### src/rtl/cch_pkg.sv
// ---------------------------------------------------------------------------
// Cellular crack height package
// Constants, register indexes and the square root stage type.
// ---------------------------------------------------------------------------
package cch_pkg;

  localparam int COORD_FRAC_BITS_DEF = 16;

  localparam logic [1:0] REG_SEED       = 2'd0;
  localparam logic [1:0] REG_CELL_SCALE = 2'd1;
  localparam logic [1:0] REG_STRENGTH   = 2'd2;

  localparam logic [31:0] SEED_RST     = 32'd1337;
  localparam logic [18:0] SCALE_RST    = 19'd14336;
  localparam logic [15:0] STRENGTH_RST = 16'd9830;

  localparam logic [31:0] HASH_CX   = 32'h9e3779b9;
  localparam logic [31:0] HASH_CY   = 32'h85ebca6b;
  localparam logic [31:0] MIX_MUL_A = 32'h7feb352d;
  localparam logic [31:0] MIX_MUL_B = 32'h846ca68b;
  localparam logic [31:0] SEED_Y_OFS = 32'd37;

  localparam logic [15:0] JIT_OFFSET = 16'd3277;
  localparam logic [15:0] JIT_SCALE  = 16'd58982;

  localparam int SQ_IN_W   = 36;
  localparam int SQ_ROOT_W = 18;
  localparam int SQ_REM_W  = 20;
  localparam int SQ_STEPS_PER_STAGE = 3;
  localparam int SQ_STAGES = SQ_ROOT_W / SQ_STEPS_PER_STAGE;

  typedef struct packed {
    logic [SQ_IN_W-1:0]   rad;
    logic [SQ_REM_W-1:0]  rem;
    logic [SQ_ROOT_W-1:0] root;
  } cch_sqrt_t;

endpackage

### src/rtl/cch_sqrt_stage.sv
// ---------------------------------------------------------------------------
// Cellular crack height square root stage
// Registered digit-by-digit integer square root, a few result bits per stage.
// ---------------------------------------------------------------------------
module cch_sqrt_stage import cch_pkg::*; #(
  parameter int STEPS = SQ_STEPS_PER_STAGE
) (
  input  logic      clk,
  input  logic      en,
  input  cch_sqrt_t din,
  output cch_sqrt_t dout
);

  cch_sqrt_t s_next;

  always_comb begin
    logic [SQ_REM_W+1:0] tmp;
    logic [SQ_REM_W+1:0] trial;
    s_next = din;
    for (int i = 0; i < STEPS; i++) begin
      tmp = {s_next.rem, s_next.rad[SQ_IN_W-1 -: 2]};
      trial = {(SQ_REM_W+2-SQ_ROOT_W-2)'(0), s_next.root, 2'b01};
      s_next.rad = {s_next.rad[SQ_IN_W-3:0], 2'b00};
      if (tmp >= trial) begin
        s_next.rem = SQ_REM_W'(tmp - trial);
        s_next.root = {s_next.root[SQ_ROOT_W-2:0], 1'b1};
      end else begin
        s_next.rem = tmp[SQ_REM_W-1:0];
        s_next.root = {s_next.root[SQ_ROOT_W-2:0], 1'b0};
      end
    end
  end

  always_ff @(posedge clk) begin
    if (en) begin
      dout <= s_next;
    end
  end

endmodule

### config.mk
export PLATFORM = sky130hd
export DESIGN_NAME = cch_sqrt_stage
export DESIGN_NICKNAME = d
export VERILOG_FILES = /design/src/rtl/cch_pkg.sv /design/src/rtl/cch_sqrt_stage.sv
export SDC_FILE = /design/constraint.sdc
export NUM_CORES = 1
export LEC_CHECK = 0
export ABC_AREA = 1
export BUFFER_PORTS_ARGS = -buffer_cell sky130_fd_sc_hd__buf_2
export CAP_MARGIN = 20
export CORE_UTILIZATION = 55
export DETAILED_ROUTE_END_ITERATION = 10
export PLACE_DENSITY = 0.91
export SLEW_MARGIN = 20
export SYNTH_ARGS = -nofsm -noshare
export SYNTH_HDL_FRONTEND = slang
export SYNTH_SLANG_ARGS = --single-unit
### constraint.sdc
create_clock -name clk -period 11.09 [get_ports clk]
set_input_delay 3.327 -clock clk [delete_from_list [all_inputs] [get_ports clk]]
set_output_delay 3.327 -clock clk [all_outputs]
set_load 0.005 [all_outputs]
Word-level counts from Yosys, hierarchy flattened

Index checks and enable logic that the tools add are counted.

Register bits: 68
Logic and storage cells: 12
Output and inout port bits: 74
Input port bits: 76

Order comparisons: 3
Add/sub/neg operators: 3
Mux-type cells: 3

Operators with widths:

| operator                                                       | count |
|---|---|
| 38-bit two-way mux                                             | 3 |
| 22-bit by 20-bit greater-or-equal comparator with 1-bit output | 3 |
| 20-bit subtractor                                              | 3 |

Logic depth before layout (Yosys ltp)

Depth in word-level cells: 6
Mapped depth: 43
Depth with buffers taken out: 41

Least setup slack after synthesis

Ideal clock, no wire load.

Path kind: input to register
Start: in din[11] (netlist name)
End: reg dout[36] (netlist name) (data pin)
Setup time: 253 ps
Data arrival time: 8,156 ps
Path buffers: 4
Cell stages on the path: 40
Data required time: 10,837 ps
Slack: 2,681 ps
Path through: inv_1 ha_1 nand2_1 inv_1 nand2_1 nand2_1 a21oi_1 nand2_2 nand2_4 nand2_4 buf_2 inv_1 clkbuf_1 nand2_1 o21ai_0 ha_1 nand2_1 nor2_1 (+4 left out) inv_4 clkbuf_1 o21ai_0 ha_1 nand2_1 nor2_1 nand4_1 nor2_1 nand2_1 nand2_1 inv_1 nor2_2 nor2_4 nand2_8 inv_6 buf_6 nand2_1 nand2_1

RTL lines:

| element                | line                 | text |
|---|---|---|
| start: declaration     | cch_sqrt_stage.sv:10 | `input cch_sqrt_t din,` |
| end signal: assignment | cch_sqrt_stage.sv:36 | `dout <= s_next;` |
| end: declaration       | cch_sqrt_stage.sv:11 | `output cch_sqrt_t dout` |

==> impl_metrics.ini <==
[route]
viasPerCell = 5.52
dr.pass1.iters = 7
drt_iter0_markers = 341
finalWirelength_mm = 16.2
vias = 6069
wl_per_cell_um = 14.7
post-route-drc-count = 0
ant_nets = 0

[timing]
hold_viol_final = 0
min_period_over_period_pct = 84.4
fin_crit_ns = 9.36
rsz0062_at_grt = false
worst_slew_pin_slew_ns = 0.819
final_max_slew_viol_count = 0
setup_tns_ns = 0
fmax_mhz = 107
holdWs_ns = 3.16
setup_viol = 0
relSlewSlack_pct = 45.4

[finish]
drive_above_1_share_pct = 21.1
reg_top3 = dout x68
seqCellArea_mm2 = 0.00204
top_register = dout
diodes = 0
fin_area_mm2 = 0.00718
syn2layout_area_growth_pct = 16.5
largest_register_ffs = 68
multi_input_area_mm2 = 0.00364
nets = 1091
final.fill_count = 975

[synthesis]
synth_cell_type_count = 48
ys.flop_type = edfxtp_1
yosys_register_bits = 68
synth.yosys.seq_area_share_pct = 33.1
syn_avg_cell_area_um2 = 7.60
synth_area_leaders = edfxtp_1, nand2_1, ha_1, inv_1, o21ai_0
netlist_area_mm2 = 0.00616
synthCells = 811
yosys.cell_count.top_type = nand2_1
async_flop_share_pct = 0
yosysTopAreaCell = edfxtp_1
ys_top_cells_by_count = nand2_1, inv_1, edfxtp_1
yosysWarnings = 0
netlist.area_leader.share_pct = 33.1
synth_edf_count = 68

[global_route]
grt_pass1_vias = 5615
antenna_found_initial = 0
grt_max_degree = 69
groute.usage.overall_pct = 28.7
grt-ovfl-total = 0
grt_pass1_wl_mm = 25.8

[floorplanning]
rows = 38
start_util_pct = 56.6
die_area_mm2 = 0.0116
die_h_um = 108
core_mm2 = 0.0109
dieWidth_um = 108
num_io_pins = 150

[critical_path]
end_kind = flip-flop
crit_slowest_cell = inv_1
critPathCapture = dout[27]$_DFFE_PP_
crit_path_start_kind = primary input
crit_path_start = din[13]
critPathArrivalTime_ns = 9.45
path_class = in2reg
crit_top_cell = nand2_1
crit_path_max_incr_delay_ns = 0.50
cp_data_required_time_ns = 11.18
worstPathMaxFanout = 28

[placement]
hpwl_mm = 13.5
gp_congestion = 0.958
place_area_mm2 = 0.00696
io_buffer_count = 143

[cts]
hold_buffers = 0
cts_resized = 0
clk_pin_slew_ns = 0.07
cts_setup_buffers = 0
clockBufferDepth = 2
numClockSinks = 68
cts_tree = yes
htreeDepth = 3
cts_made_buffers = 9
cts_root_buf = clkbuf_8

[pwr]
ir_worst_vdd_mv = 0.109
p_leak_nw = 3.50
power.density_mw_per_mm2 = 197

[job]
cap_violations = 0

[worst_hold_path]
hp-class = in2reg
hp-start = din[51]

[outcome]
status = finished, final reports clean
==> worst max-delay path, delay by kind of cell <==
kind / cells / cell delay (ns)
compound gates: 3 / 0.55
fa+ha+maj: 3 / 1.24
buf+inv: 6 / 1.06
simple gates: 27 / 3.25
==> per-layer routing <==
metal	GRT usage [%]	wire length [µm]	vias to the layer above
met1	35.0	6800	2740
met4	14.1	602	0
met5	0	0	-
met2	49.4	7590	276
met3	3.75	1180	43
li1	-	-	3010
==> metrics by stage <==
| stage | util [%] | std cells | setup slack [ns] | power (mW) |
|---|---|---|---|---|
| after floorplan | - | 816 | 2.68 | 0.983 |
| after global placement | 64.0 | 1084 | 1.62 | 1.17 |
| after detailed placement | 64.0 | 1084 | 1.50 | 1.19 |
| after CTS | 65.9 | 1100 | 1.86 | 1.41 |
| after global routing | 65.9 | 1100 | 1.18 | 1.53 |
| final | 65.9 | 1100 | 1.73 | 1.42 |
==> logic make-up (layout without fill, tap and decap cells) <==
group                    count (synthesis)  count (layout)  synth area share (%)
AND/OR/NAND/NOR                        377             377                  27.4
AO/OA/AOI/OAI                          148             148                  13.4
buffers and inverters                  117             261                  8.14
flip-flops                              68              68                  33.1
adder cells (fa/ha/maj)                 60              60                  12.2
XOR/XNOR                                40              40                  5.69
other                                    1               6                0.0609
==> worst min path at each step <==
stage                              end  slack (ns)  cells past startpoint
floorplan           dout[10]$_DFFE_PP_        3.43                      0
global placement    dout[64]$_DFFE_PP_        3.50                      1
detailed placement  dout[57]$_DFFE_PP_        3.51                      1
CTS                 dout[57]$_DFFE_PP_        3.14                      1
global route        dout[58]$_DFFE_PP_        3.14                      1
finish              dout[57]$_DFFE_PP_        3.16                      1
==> final cells by class <==
class	instances	area share, %
Multi-Input combinational cell	631	50.7
Tap cell	140	2.44
Clock inverter	7	1.27
Sequential cell	68	28.4
Timing Repair Buffer	144	10.1
Clock buffer	9	1.73
Inverter	101	5.39
==> power breakdown <==
part / switching, mW / total (mW) / internal (mW) / leakage [nW]
clock: 0.0908 / 0.216 / 0.126 / 0.111
sequential: 0.0119 / 0.377 / 0.365 / 0.666
combinational: 0.521 / 0.823 / 0.302 / 2.72
==> placed cells by master, fill, tap and decap left out, drive strengths merged, types with 8 or more instances in the layout <==
cell    netlist  layout
nand4        14      14
nor2         62      62
a21oi        58      58
xor2         22      22
o21ai        64      64
nor3          8       8
edfxtp       68      68
inv         100     100
ha           60      60
nand3        34      34
xnor2        18      18
buf          12     144
clkbuf        4       9
nand2       246     246
Power figures use the tool's default switching activity.
